File: config.mk
export PLATFORM = sky130hd
export DESIGN_NAME = power_cycle_burnin_sequencer_unit
export DESIGN_NICKNAME = d
export VERILOG_FILES = /design/src/rtl/pcbs_pkg.sv /design/src/rtl/power_cycle_burnin_sequencer_unit.sv /design/src/rtl/pcbs_cfg.sv /design/src/rtl/pcbs_lamp.sv /design/src/rtl/pcbs_seq.sv
export SDC_FILE = /design/constraint.sdc
export NUM_CORES = 1
export LEC_CHECK = 0
export ABC_AREA = 1
export BUFFER_PORTS_ARGS = -buffer_cell sky130_fd_sc_hd__clkbuf_2
export CORE_MARGIN = 2
export CORE_UTILIZATION = 40
export CTS_CLUSTER_DIAMETER = 50
export DETAILED_ROUTE_END_ITERATION = 6
export PLACE_DENSITY = 0.54
export SYNTH_ARGS = -nofsm -noshare
export SYNTH_HDL_FRONTEND = slang
export SYNTH_SLANG_ARGS = --single-unit
export TNS_END_PERCENT = 20
File: constraint.sdc
create_clock -name clk -period 2.69 [get_ports clk]
set_input_delay 0.538 -clock clk [delete_from_list [all_inputs] [get_ports clk]]
set_output_delay 0.538 -clock clk [all_outputs]
set_load 0.1 [all_outputs]
File: src/rtl/pcbs_pkg.sv
// Shared types and constants for the burn-in power cycling sequencer.
`default_nettype none
package pcbs_pkg;

	// Configuration register file geometry.
	localparam int REG_W     = 26;
	localparam int REG_IDX_W = 2;

	// Register indexes.
	localparam logic [REG_IDX_W-1:0] REG_ON_TIME    = 2'd0;
	localparam logic [REG_IDX_W-1:0] REG_OFF_TIME   = 2'd1;
	localparam logic [REG_IDX_W-1:0] REG_SELFCHECK  = 2'd2;

	// Register reset values in milliseconds.
	localparam logic [REG_W-1:0] ON_TIME_RST   = REG_W'(1000 * 60 * 10);
	localparam logic [REG_W-1:0] OFF_TIME_RST  = REG_W'(1000 * 10);
	localparam logic [REG_W-1:0] SELFCHECK_RST = REG_W'(8000);

	// Item kinds.
	localparam int KIND_W = 3;
	localparam logic [KIND_W-1:0] KIND_TICK      = 3'd0;
	localparam logic [KIND_W-1:0] KIND_START     = 3'd1;
	localparam logic [KIND_W-1:0] KIND_STOP      = 3'd2;
	localparam logic [KIND_W-1:0] KIND_RELAY_ON  = 3'd3;
	localparam logic [KIND_W-1:0] KIND_RELAY_OFF = 3'd4;

	// Result field widths.
	localparam int PHASE_W = 2;
	localparam int OUT_CNT_W = 16;

	// Width of the lamp confirmation countdown.
	localparam int CONF_W = 2;

	// Parameter defaults.
	localparam int COUNT_WIDTH_DEF   = 16;
	localparam int TIMER_WIDTH_DEF   = 26;
	localparam int CONFIRM_TICKS_DEF = 2;

	// Configuration register contents.
	typedef struct packed {
		logic [REG_W-1:0] on_time;
		logic [REG_W-1:0] off_time;
		logic [REG_W-1:0] selfcheck_time;
	} cfg_t;

	// Lamp checker control from the sequencer, already qualified by the transfer.
	typedef struct packed {
		logic watch;
		logic clear;
	} lamp_ctrl_t;

endpackage
`default_nettype wire

File: src/rtl/power_cycle_burnin_sequencer_unit.sv
// Burn-in power cycling sequencer, top level.
// An input item passes the input register, then the state update; the sequencer and lamp state
// registers hold each result. Throughput: one item per cycle while out_stall is low.
// An input item is taken while a result waits, held in the input register.
// Asynchronous active-low reset returns to idle, relay off, counters zero, default times.
`default_nettype none
module power_cycle_burnin_sequencer_unit #(
	parameter int COUNT_WIDTH   = pcbs_pkg::COUNT_WIDTH_DEF,
	parameter int TIMER_WIDTH   = pcbs_pkg::TIMER_WIDTH_DEF,
	parameter int CONFIRM_TICKS = pcbs_pkg::CONFIRM_TICKS_DEF
) (
	input  wire logic                           clk,
	input  wire logic                           arst_n,
	input  wire logic                           wr_en,
	input  wire logic [pcbs_pkg::REG_IDX_W-1:0] wr_index,
	input  wire logic [pcbs_pkg::REG_W-1:0]     wr_data,
	input  wire logic                           in_valid,
	output logic                                in_stall,
	input  wire logic [pcbs_pkg::KIND_W-1:0]    kind,
	input  wire logic                           lamp1_on,
	input  wire logic                           lamp2_on,
	output logic                                out_valid,
	input  wire logic                           out_stall,
	output logic                                relay_drive,
	output logic [pcbs_pkg::PHASE_W-1:0]        phase_now,
	output logic [pcbs_pkg::OUT_CNT_W-1:0]      rounds_done,
	output logic [pcbs_pkg::OUT_CNT_W-1:0]      lamp1_faults,
	output logic [pcbs_pkg::OUT_CNT_W-1:0]      lamp2_faults,
	output logic                                round_end
);

	logic                           valid_s1;
	logic [pcbs_pkg::KIND_W-1:0]    kind_s1;
	logic                           lamp1_s1;
	logic                           lamp2_s1;
	logic                           out_valid_q;
	logic                           adv;
	logic                           in_xfer;

	pcbs_pkg::cfg_t                 cfg;
	pcbs_pkg::lamp_ctrl_t           lamp_ctrl;
	logic [COUNT_WIDTH-1:0]         round_count;
	logic [COUNT_WIDTH-1:0]         fault1;
	logic [COUNT_WIDTH-1:0]         fault2;

	// The held item moves into the state when the result slot is free or being taken.
	assign adv      = valid_s1 && (!out_valid_q || !out_stall);
	assign in_stall = valid_s1 && !adv;
	assign in_xfer  = in_valid && !in_stall;

	// Input register valid and result valid.
	always_ff @(posedge clk or negedge arst_n) begin
		if (!arst_n) begin
			valid_s1    <= 1'b0;
			out_valid_q <= 1'b0;
		end else begin
			if (in_xfer) begin
				valid_s1 <= 1'b1;
			end else if (adv) begin
				valid_s1 <= 1'b0;
			end
			if (adv) begin
				out_valid_q <= 1'b1;
			end else if (!out_stall) begin
				out_valid_q <= 1'b0;
			end
		end
	end

	// Input payload register.
	always_ff @(posedge clk) begin
		if (in_xfer) begin
			kind_s1  <= kind;
			lamp1_s1 <= lamp1_on;
			lamp2_s1 <= lamp2_on;
		end
	end

	pcbs_cfg u_cfg (
		.clk      (clk),
		.arst_n   (arst_n),
		.wr_en    (wr_en),
		.wr_index (wr_index),
		.wr_data  (wr_data),
		.cfg      (cfg)
	);

	pcbs_seq #(
		.COUNT_WIDTH (COUNT_WIDTH),
		.TIMER_WIDTH (TIMER_WIDTH)
	) u_seq (
		.clk         (clk),
		.arst_n      (arst_n),
		.adv         (adv),
		.kind        (kind_s1),
		.cfg         (cfg),
		.lamp_ctrl   (lamp_ctrl),
		.relay       (relay_drive),
		.phase       (phase_now),
		.round_count (round_count),
		.round_end   (round_end)
	);

	pcbs_lamp #(
		.COUNT_WIDTH   (COUNT_WIDTH),
		.CONFIRM_TICKS (CONFIRM_TICKS)
	) u_lamp1 (
		.clk         (clk),
		.arst_n      (arst_n),
		.ctrl        (lamp_ctrl),
		.lit         (lamp1_s1),
		.fault_count (fault1)
	);

	pcbs_lamp #(
		.COUNT_WIDTH   (COUNT_WIDTH),
		.CONFIRM_TICKS (CONFIRM_TICKS)
	) u_lamp2 (
		.clk         (clk),
		.arst_n      (arst_n),
		.ctrl        (lamp_ctrl),
		.lit         (lamp2_s1),
		.fault_count (fault2)
	);

	// Counters are reported in the fixed result width.
	assign out_valid    = out_valid_q;
	assign rounds_done  = pcbs_pkg::OUT_CNT_W'(round_count);
	assign lamp1_faults = pcbs_pkg::OUT_CNT_W'(fault1);
	assign lamp2_faults = pcbs_pkg::OUT_CNT_W'(fault2);

endmodule
`default_nettype wire

File: src/rtl/pcbs_cfg.sv
// Configuration registers for on, off and self-check times.
`default_nettype none
module pcbs_cfg (
	input  wire logic                         clk,
	input  wire logic                         arst_n,
	input  wire logic                         wr_en,
	input  wire logic [pcbs_pkg::REG_IDX_W-1:0] wr_index,
	input  wire logic [pcbs_pkg::REG_W-1:0]   wr_data,
	output pcbs_pkg::cfg_t                    cfg
);

	pcbs_pkg::cfg_t cfg_q;

	// Writes to an index beyond the register list are dropped.
	always_ff @(posedge clk or negedge arst_n) begin
		if (!arst_n) begin
			cfg_q.on_time        <= pcbs_pkg::ON_TIME_RST;
			cfg_q.off_time       <= pcbs_pkg::OFF_TIME_RST;
			cfg_q.selfcheck_time <= pcbs_pkg::SELFCHECK_RST;
		end else if (wr_en) begin
			unique case (wr_index)
				pcbs_pkg::REG_ON_TIME:   cfg_q.on_time        <= wr_data;
				pcbs_pkg::REG_OFF_TIME:  cfg_q.off_time       <= wr_data;
				pcbs_pkg::REG_SELFCHECK: cfg_q.selfcheck_time <= wr_data;
				default: ;
			endcase
		end
	end

	assign cfg = cfg_q;

endmodule
`default_nettype wire

File: src/rtl/pcbs_lamp.sv
// Fault confirmation and saturating fault counter for one warning lamp.
`default_nettype none
module pcbs_lamp #(
	parameter int COUNT_WIDTH   = pcbs_pkg::COUNT_WIDTH_DEF,
	parameter int CONFIRM_TICKS = pcbs_pkg::CONFIRM_TICKS_DEF
) (
	input  wire logic                   clk,
	input  wire logic                   arst_n,
	input  wire pcbs_pkg::lamp_ctrl_t   ctrl,
	input  wire logic                   lit,
	output logic [COUNT_WIDTH-1:0]      fault_count
);

	localparam logic [pcbs_pkg::CONF_W-1:0] CONF_LOAD = pcbs_pkg::CONF_W'(CONFIRM_TICKS);
	localparam logic [pcbs_pkg::CONF_W-1:0] CONF_ONE  = pcbs_pkg::CONF_W'(1);

	logic                          seen_q;
	logic [pcbs_pkg::CONF_W-1:0]   wait_q;
	logic [COUNT_WIDTH-1:0]        count_q;

	// A lit sample opens a check; the lamp must still be lit when the wait ends.
	// Clearing at power on or power off drops the flag and any pending check.
	always_ff @(posedge clk or negedge arst_n) begin
		if (!arst_n) begin
			seen_q  <= 1'b0;
			wait_q  <= '0;
			count_q <= '0;
		end else begin
			if (ctrl.watch && !seen_q) begin
				if (wait_q == '0) begin
					if (lit) begin
						wait_q <= CONF_LOAD;
					end
				end else begin
					wait_q <= wait_q - CONF_ONE;
					if (wait_q == CONF_ONE && lit) begin
						seen_q <= 1'b1;
						if (count_q != '1) begin
							count_q <= count_q + COUNT_WIDTH'(1);
						end
					end
				end
			end
			if (ctrl.clear) begin
				seen_q <= 1'b0;
				wait_q <= '0;
			end
		end
	end

	assign fault_count = count_q;

endmodule
`default_nettype wire

File: src/rtl/pcbs_seq.sv
// Round sequencer: phase control, relay, on and phase timers, round counter.
`default_nettype none
module pcbs_seq #(
	parameter int COUNT_WIDTH = pcbs_pkg::COUNT_WIDTH_DEF,
	parameter int TIMER_WIDTH = pcbs_pkg::TIMER_WIDTH_DEF
) (
	input  wire logic                          clk,
	input  wire logic                          arst_n,
	input  wire logic                          adv,
	input  wire logic [pcbs_pkg::KIND_W-1:0]   kind,
	input  wire pcbs_pkg::cfg_t                cfg,
	output pcbs_pkg::lamp_ctrl_t               lamp_ctrl,
	output logic                               relay,
	output logic [pcbs_pkg::PHASE_W-1:0]       phase,
	output logic [COUNT_WIDTH-1:0]             round_count,
	output logic                               round_end
);

	typedef enum logic [pcbs_pkg::PHASE_W-1:0] {
		PH_IDLE  = 2'd0,
		PH_CHECK = 2'd1,
		PH_WATCH = 2'd2,
		PH_OFF   = 2'd3
	} phase_t;

	phase_t                  phase_q;
	logic                    running_q;
	logic                    relay_q;
	logic                    ended_q;
	logic [TIMER_WIDTH-1:0]  on_rem_q;
	logic [TIMER_WIDTH-1:0]  ph_rem_q;
	logic [COUNT_WIDTH-1:0]  round_q;

	logic                    tick;
	logic                    on_zero;
	logic [TIMER_WIDTH-1:0]  on_dec;
	logic [TIMER_WIDTH-1:0]  ph_dec;

	// Timer countdowns that hold at zero.
	assign tick    = adv && (kind == pcbs_pkg::KIND_TICK);
	assign on_zero = (on_rem_q == '0);
	assign on_dec  = on_zero ? '0 : on_rem_q - TIMER_WIDTH'(1);
	assign ph_dec  = (ph_rem_q == '0) ? '0 : ph_rem_q - TIMER_WIDTH'(1);

	// Lamp checks run during monitoring while on time remains; the lamp state
	// is cleared when a round starts and when monitoring switches the relay off.
	always_comb begin
		lamp_ctrl.watch = tick && (phase_q == PH_WATCH) && !on_zero;
		lamp_ctrl.clear = tick && (((phase_q == PH_IDLE) && running_q) ||
			((phase_q == PH_WATCH) && (on_zero || !running_q)));
	end

	// Sequencer state; the registers also form the result of each transfer.
	always_ff @(posedge clk or negedge arst_n) begin
		if (!arst_n) begin
			phase_q   <= PH_IDLE;
			running_q <= 1'b0;
			relay_q   <= 1'b0;
			ended_q   <= 1'b0;
			on_rem_q  <= '0;
			ph_rem_q  <= '0;
			round_q   <= '0;
		end else if (adv) begin
			ended_q <= 1'b0;
			unique case (kind)
				pcbs_pkg::KIND_START:     running_q <= 1'b1;
				pcbs_pkg::KIND_STOP:      running_q <= 1'b0;
				pcbs_pkg::KIND_RELAY_ON:  relay_q   <= 1'b1;
				pcbs_pkg::KIND_RELAY_OFF: relay_q   <= 1'b0;
				pcbs_pkg::KIND_TICK: begin
					unique case (phase_q)
						PH_IDLE: begin
							if (running_q) begin
								if (round_q != '1) begin
									round_q <= round_q + COUNT_WIDTH'(1);
								end
								relay_q  <= 1'b1;
								on_rem_q <= TIMER_WIDTH'(cfg.on_time);
								ph_rem_q <= TIMER_WIDTH'(cfg.selfcheck_time);
								phase_q  <= PH_CHECK;
							end
						end
						PH_CHECK: begin
							on_rem_q <= on_dec;
							ph_rem_q <= ph_dec;
							if (ph_dec == '0) begin
								phase_q <= PH_WATCH;
							end
						end
						PH_WATCH: begin
							on_rem_q <= on_dec;
							if (on_zero || !running_q) begin
								relay_q  <= 1'b0;
								ph_rem_q <= TIMER_WIDTH'(cfg.off_time);
								phase_q  <= PH_OFF;
							end
						end
						PH_OFF: begin
							ph_rem_q <= ph_dec;
							if (ph_dec == '0) begin
								ended_q <= 1'b1;
								phase_q <= PH_IDLE;
							end
						end
						default: ;
					endcase
				end
				default: ;
			endcase
		end
	end

	assign relay       = relay_q;
	assign phase       = phase_q;
	assign round_count = round_q;
	assign round_end   = ended_q;

endmodule
`default_nettype wire

# [Yosys cells after proc, flatten, opt, wreduce, memory -nomap -nowiden]
# Index checks and enable logic that the tools add are counted.
[word_totals] regBits=196 inputBits=38 output_inout_bits=54 wordCells=153
[classes] n_addsub=7 eq_ne=26 mux=40 n_bitwise=2 reduce_logical=57
[ops] operator="two-way mux 26 bit" n=5
[ops] operator="logical NOT 26 bit" n=3
[ops] operator="one-hot mux 26 bit (3 select lines)" n=1
[ops] operator="one-hot mux 26 bit (2 select lines)" n=1
[ops] operator="subtractor 26 x 1 -> 26 bit (second input constant)" n=2
[ops] operator="adder 16 x 1 -> 16 bit (second input constant)" n=3
[ops] operator="inequality test 16 bit (second input constant)" n=3
[ops] operator="two-way mux 2 bit" n=12
[ops] operator="two-way mux 1 bit" n=17
[ops] operator="AND reduction 4 bit" n=4
[ops] operator="nonzero test 2 bit" n=7
[ops] operator="logical AND 1 bit" n=13
[ops] operator="inequality test 3 bit (second input constant)" n=4
[ops] operator="AND reduction 2 bit" n=6
[ops] operator="AND reduction 5 bit" n=2
[ops] operator="== test 2 x 1 -> 1 bit (second input constant)" n=4
[ops] operator="logical NOT 1 bit" n=8
[ops] operator="logical NOT 2 bit" n=4
[ops] operator="inequality test 2 x 1 -> 1 bit (second input constant)" n=4
[ops] operator="one-hot mux 2 bit (4 select lines)" n=1
[ops] operator="== test 2 bit (second input constant)" n=3
[ops] operator="== test 3 x 2 -> 1 bit (second input constant)" n=2
[ops] operator="inequality test 2 bit (second input constant)" n=3
[ops] operator="AND reduction 3 bit" n=2
[ops] operator="12 further kinds" n=18

# [Depth between registers and ports, before layout]
[logic_depth] ltp_word=9 mapped_depth=18 ltp_nobuf=18

# [By module]
# From an unflattened synthesis, not the netlist that was laid out.
[hier_totals] hier_cells=1475 area_unflattened_um2=11249.5
[modules_own_cells] mod="pcbs_seq" instances=1 cells_per_inst=801 area_per_inst_um2=5436.5 seq_area_each_um2=1826.8
[modules_own_cells] mod="pcbs_cfg" instances=1 cells_per_inst=345 area_per_inst_um2=3260.6 seq_area_each_um2=1975.6
[modules_own_cells] mod="pcbs_lamp" instances=2 cells_per_inst=156 area_per_inst_um2=1153.6 seq_area_each_um2=475.5
[modules_own_cells] mod="power_cycle_burnin_sequencer_unit" instances=1 cells_per_inst=17 area_per_inst_um2=245.2 seq_area_each_um2=200.2

# [Least setup slack after synthesis]
# OpenSTA, ideal clock, no wires.
[synth_timing] path_kind="flip-flop to flip-flop" startpoint="register out_valid_q (netlist: out_valid)" endpoint="register kind_s1[0] in the netlist's numbering, enable pin" setup_time_ps=258 arrival_time_ps=2789 slack_ps=-357 stages_incl_launch_ff=6 n_path_buf=0 synth_period_minus_slack_ps=3047 cell_sequence="dfrtp_1 > nand2_1 > nor2_1 > inv_1 > nand2_1 > inv_1"
[synth_between] elab_chain_cells=7
[synth_rtl] element="start, declared" line_no="power_cycle_burnin_sequencer_unit.sv:36" rtl="logic out_valid_q;"
[synth_rtl] element="start signal, assigned" line_no="power_cycle_burnin_sequencer_unit.sv:55" rtl="out_valid_q <= 1'b0;"
[synth_rtl] element="start signal, assigned" line_no="power_cycle_burnin_sequencer_unit.sv:63" rtl="out_valid_q <= 1'b1;"
[synth_rtl] element="start signal, assigned" line_no="power_cycle_burnin_sequencer_unit.sv:65" rtl="out_valid_q <= 1'b0;"
[synth_rtl] element="logical NOT 1 bit" line_no="power_cycle_burnin_sequencer_unit.sv:47" rtl="assign adv = valid_s1 && (!out_valid_q || !out_stall);"
[synth_rtl] element="logical OR 1 bit" line_no="power_cycle_burnin_sequencer_unit.sv:47"
[synth_rtl] element="logical AND 1 bit" line_no="power_cycle_burnin_sequencer_unit.sv:47"
[synth_rtl] element="logical NOT 1 bit" line_no="power_cycle_burnin_sequencer_unit.sv:48" rtl="assign in_stall = valid_s1 && !adv;"
[synth_rtl] element="logical AND 1 bit" line_no="power_cycle_burnin_sequencer_unit.sv:48"
[synth_rtl] element="net in_stall" line_no="power_cycle_burnin_sequencer_unit.sv:18" rtl="output logic in_stall,"
[synth_rtl] element="logical NOT 1 bit" line_no="power_cycle_burnin_sequencer_unit.sv:49" rtl="assign in_xfer = in_valid && !in_stall;"
[synth_rtl] element="logical AND 1 bit" line_no="power_cycle_burnin_sequencer_unit.sv:49"
[synth_rtl] element="net in_xfer" line_no="power_cycle_burnin_sequencer_unit.sv:38" rtl="logic in_xfer;"
[synth_rtl] element="end signal, assigned" line_no="power_cycle_burnin_sequencer_unit.sv:73" rtl="kind_s1 <= kind;"
[synth_rtl] element="end, declared" line_no="power_cycle_burnin_sequencer_unit.sv:33" rtl="logic [pcbs_pkg::KIND_W-1:0] kind_s1;"
# The timed path passes the listed nets, and every way through them passes these cells.
# A chain may end at the register's enable or synchronous reset.

# [Final worst setup path]
[layout_timing] startpoint="register u_seq.ph_rem_q[0]" endpoint="register u_seq.phase_q[1] (netlist: u_seq.phase[1])"
[layout_between] elab_chain_cells=5
[layout_rtl] element="start, declared" line_no="pcbs_seq.sv:31" rtl="logic [TIMER_WIDTH-1:0] ph_rem_q;"
[layout_rtl] element="start signal, assigned" line_no="pcbs_seq.sv:79" rtl="ph_rem_q <= TIMER_WIDTH'(cfg.selfcheck_time);"
[layout_rtl] element="start signal, assigned" line_no="pcbs_seq.sv:85" rtl="ph_rem_q <= ph_dec;"
[layout_rtl] element="start signal, assigned" line_no="pcbs_seq.sv:94" rtl="ph_rem_q <= TIMER_WIDTH'(cfg.off_time);"
[layout_rtl] element="subtractor 26 x 1 -> 26 bit or logical NOT 26 bit (tied branches)" line_no="pcbs_seq.sv:43" rtl="assign ph_dec = (ph_rem_q == '0) ? '0 : ph_rem_q - TIMER_WIDTH'(1);"
[layout_rtl] element="two-way mux 26 bit (*)" line_no="pcbs_seq.sv:43"
[layout_rtl] element="logical NOT 26 bit (*)" line_no="pcbs_seq.sv:86, pcbs_seq.sv:100"
[layout_rtl] element="inequality test 2 x 1 -> 1 bit (no line)"
[layout_rtl] element="AND reduction 6 bit (no line) (*)"
[layout_rtl] element="end signal, assigned" line_no="pcbs_seq.sv:87" rtl="phase_q <= PH_WATCH;"
[layout_rtl] element="end signal, assigned" line_no="pcbs_seq.sv:95" rtl="phase_q <= PH_OFF;"
[layout_rtl] element="end signal, assigned" line_no="pcbs_seq.sv:102" rtl="phase_q <= PH_IDLE;"
[layout_rtl] element="end, declared" line_no="pcbs_seq.sv:26" rtl="phase_t phase_q;"
# Every way passes the cells marked *; elsewhere a longest branch is shown, timed or not.

==> key figures <==
Status
  – Outcome: completed

CTS
  – H-tree levels: 4
  – CTS buffer count: 17
  – Clk root buf: clkbuf_16
  – CTS tree: built
  – Post-CTS Resized: 0
  – CTS Buffer Depth: 2
  – Clock Sinks: 196
  – Clk_lat worst skew: 0.44 ns
  – CTS Hold Buffers Added: 0
  – Post-CTS Setup Bufs: 0
  – Clock slew at reported path FFs: 0.08 ns

Finish
  – Final nets: 1,391
  – Diode count: 0
  – Core Util, Final: 0.4654
  – Area taken by multi-input logic gates: 0.004654 mm^2
  – Share of cells above drive strength 1: 0.1599
  – Register area: 0.004954 mm^2
  – Number of fill cells: 2,520
  – Synthesis-to-layout area growth: 13.90%

Worst setup path
  – Reg2reg start: u_seq.ph_rem_q[0]
  – Worst R2R End: u_seq.phase[1]
  – Slowest cell delay on critical path: 0.43 ns
  – Req. time, crit path: 3.01 ns
  – CP startpoint: u_seq.ph_rem_q[0]
  – Critical-path cell list: inv_2 -> ha_1 -> nand2_2 -> nor2_8 -> nand2_4 -> inv_2 -> nand2_2 -> o21ai_0 -> nand2_1 -> nor2_1 -> nand2_1 -> nor2_2 -> nand3_2 -> nand2_2 -> nand2_1 -> nand2_1 -> nand2_1
  – CP top delay family: simple AND/OR/NAND/NOR gates
  – Most used cell, CP: nand2_1
  – Max stage delay cell, worst path: dfrtp_1
  – FF-to-FF setup slack: 0.26 ns
  – Worst Reg-to-Reg Cells: 17
  – Kind of critical path: reg -> reg
  – CP Launch Type: flip-flop
  – Worst EP arrival: 2.76 ns
  – Crit-path max FO: 12
  – CP Capture Type: flip-flop
  – CP bufs+invs: 2

Synthesis
  – Synth Area in Simple Gates: 0.2348
  – Netlist cell types: 50
  – Multiplexer area fraction after synthesis: 0.001091
  – Post-synthesis register bit count: 196
  – Most frequent cells after synthesis: 260 x nand2_1, 172 x dfrtp_1, 145 x o21ai_0, 135 x inv_1, 111 x nor2_1
  – Cells after Synth: 1,250
  – Yosys warning count: 0
  – Post-synth EDFFs: 5
  – Post-synthesis cell area: 0.01032 mm^2
  – FFs w/ async S/R, synth: 0.9745
  – Synth area leaders: dfrtp_1 42%, nand2_1 9.5%, o21ai_0 7.0%
  – Largest family of logic cells by synthesized area: simple AND/OR/NAND/NOR gates
  – Syn avg cell area: 8.255 um^2
  – Most common cell in the netlist: nand2_1
  – XOR/XNOR share of the synthesized area: 0.05093
  – Synth Area in Compound Gates: 0.1454
  – Top cell type's share of synthesized area: 0.4171
  – Post-synth top area cell: dfrtp_1
  – Post-synth net total: 1,303
  – Post-synthesis adder-cell area fraction: 0.01819
  – Most used flip-flop cell after synthesis: dfrtp_1
  – Register area share after synthesis: 0.4801

Placement
  – I/O Buffers: 91
  – Post-Place Setup Slack: 0.2940 ns
  – Hpwl dp: 19.35 mm
  – Routability Congestion: 0.9052

Floorplanning
  – Core Region: 0.02525 mm^2
  – Die width: 164.6 um
  – Initial Utilization: 0.4086
  – Die Area: 0.02710 mm^2
  – IO Pins: 92
  – Die Y: 164.6 um
  – Row count: 58

STA
  – Final Cycle Share: 0.9046
  – RSZ-0062 raised after global routing: false
  – Worst slew pin tran: 0.9891 ns
  – Max Clock Skew: 0.01823 ns
  – Final Hold Viols: 0
  – Final Setup Violations: 0
  – Min cycle time layout: 2.433 ns
  – Max-slew headroom: 0.3398
  – Fin worst setup slack: 0.2565 ns
  – Peak Freq: 410.9 MHz
  – Max-slew violation count: 0

Route
  – WL final: 26.62 mm
  – Antenna Violating Nets Remaining: 0
  – Drt first pass iters: 5
  – DRC Markers: 0
  – M1 wire length: 13.48 mm
  – Wire length on met3: 1.036 mm
  – Via count: 8,511
  – WL per Instance: 15.84 um
  – Vias/cell: 5.063
  – Initial DRC Count: 675
  – Highest Signal Layer: met4
  – Met2 Routed Length: 11.75 mm

Worst hold path
  – Worst hold path class: in -> async

Pwr
  – Total power: 10.68 mW
  – Clock share of power: 0.233
  – PwrDens: 908.5 mW/mm^2
  – Internal Power: 6.065 mW
  – Leakage: 5.680 nW
  – Combinational Power Share: 0.370
  – Switching portion of total power: 0.4320
  – Worst VDD drop: 0.4638 mV
  – Switch Pwr: 4.612 mW
  – Part of the power in registers: 0.396

Global routing
  – First-pass GRT wire length: 44.57 mm
  – Total GRT Usage: 0.2079
  – Largest net degree at the start of global routing: 54
  – Vias in the first global route: 8,381
  – Grt ovf: 0
  – Initial antenna violation count: 0

Run
  – Total of max-cap violations: 0
## cell usage in the layout (no fill, tap or decap), drive strengths merged
master / count
a211oi: 4
a21oi: 69
a22o: 1
a22oi: 17
a31oi: 1
buf: 19
clkbuf: 110
clkinv: 6
clkinvlp: 2
dfrtp: 172
dfstp: 19
edfxtp: 5
ha: 15
inv: 146
mux2: 1
nand2: 272
nand3: 71
nand4: 22
nor2: 129
nor3: 19
nor3b: 4
nor4: 6
o211ai: 19
o21ai: 149
o221ai: 1
o22ai: 2
o31ai: 7
or2: 3
xnor2: 16
xor2: 44
## flip-flops by register name, summed over array words and instances, names as in the netlist, 2 cells and up
signal and cells:
kind_s1 3, u_cfg.cfg 78, u_lamp1.fault_count 16, u_lamp1.wait_q 2, u_lamp2.fault_count 16, u_lamp2.wait_q 2, u_seq.on_rem_q 26, u_seq.ph_rem_q 26
u_seq.phase 2, u_seq.round_count 16
## cell type report
type	instances	area share
Clock buffer	19	0.03769
Clock inverter	13	0.009795
Inverter	141	0.04503
Multi-Input combinational cell	872	0.3960
Sequential cell	196	0.4215
Tap cell	330	0.03513
Timing Repair Buffer	110	0.05483
## how the worst max path moves through the flow
stage / end / slack (ns) / cells past startpoint
after floorplan: u_seq.on_rem_q[9] / -0.02 / 9
after global placement: u_seq.phase[0] / 0.35 / 13
after detailed placement: u_seq.phase[1] / 0.29 / 17
after CTS: u_seq.phase[1] / 0.27 / 17
after global routing: u_seq.phase[0] / 0.006 / 13
final: u_seq.phase[1] / 0.26 / 17
## layer usage
layer  up-vias  track usage
met5         -            0
met4         0      0.04506
met3        27      0.03491
met2       167       0.3174
met1      4035       0.3100
li1       4282            -
## cells by family after synthesis
group           after synthesis
simple gates                526
compound gates              270
flops                       196
buf+inv                     182
xor+xnor                     60
fa+ha+maj                    15
mux                           1
## power by group through the flow
stage	clock [mW]	sequential [mW]	combinational [mW]
2_1_floorplan	0	4.41	2.57
5_1_grt	2.67	4.33	4.49
6_report	2.49	4.23	3.95
4_1_cts	2.55	4.22	3.97
3_3_place_gp	0	4.27	3.95
3_5_place_dp	0	4.26	3.95
## per-stage QoR
stage	setup TNS, ns	std cells	cell area [um^2]	hold slack (ns)
2_1_floorplan	-0.02619	1250	10320	0.2424
3_3_place_gp	0	1649	11190	0.4651
3_5_place_dp	0	1649	11190	0.4736
4_1_cts	0	1681	11750	0.05853
5_1_grt	0	1681	11750	0.07086
6_report	0	1681	11750	0.05218
Power figures use the tool's default switching activity.
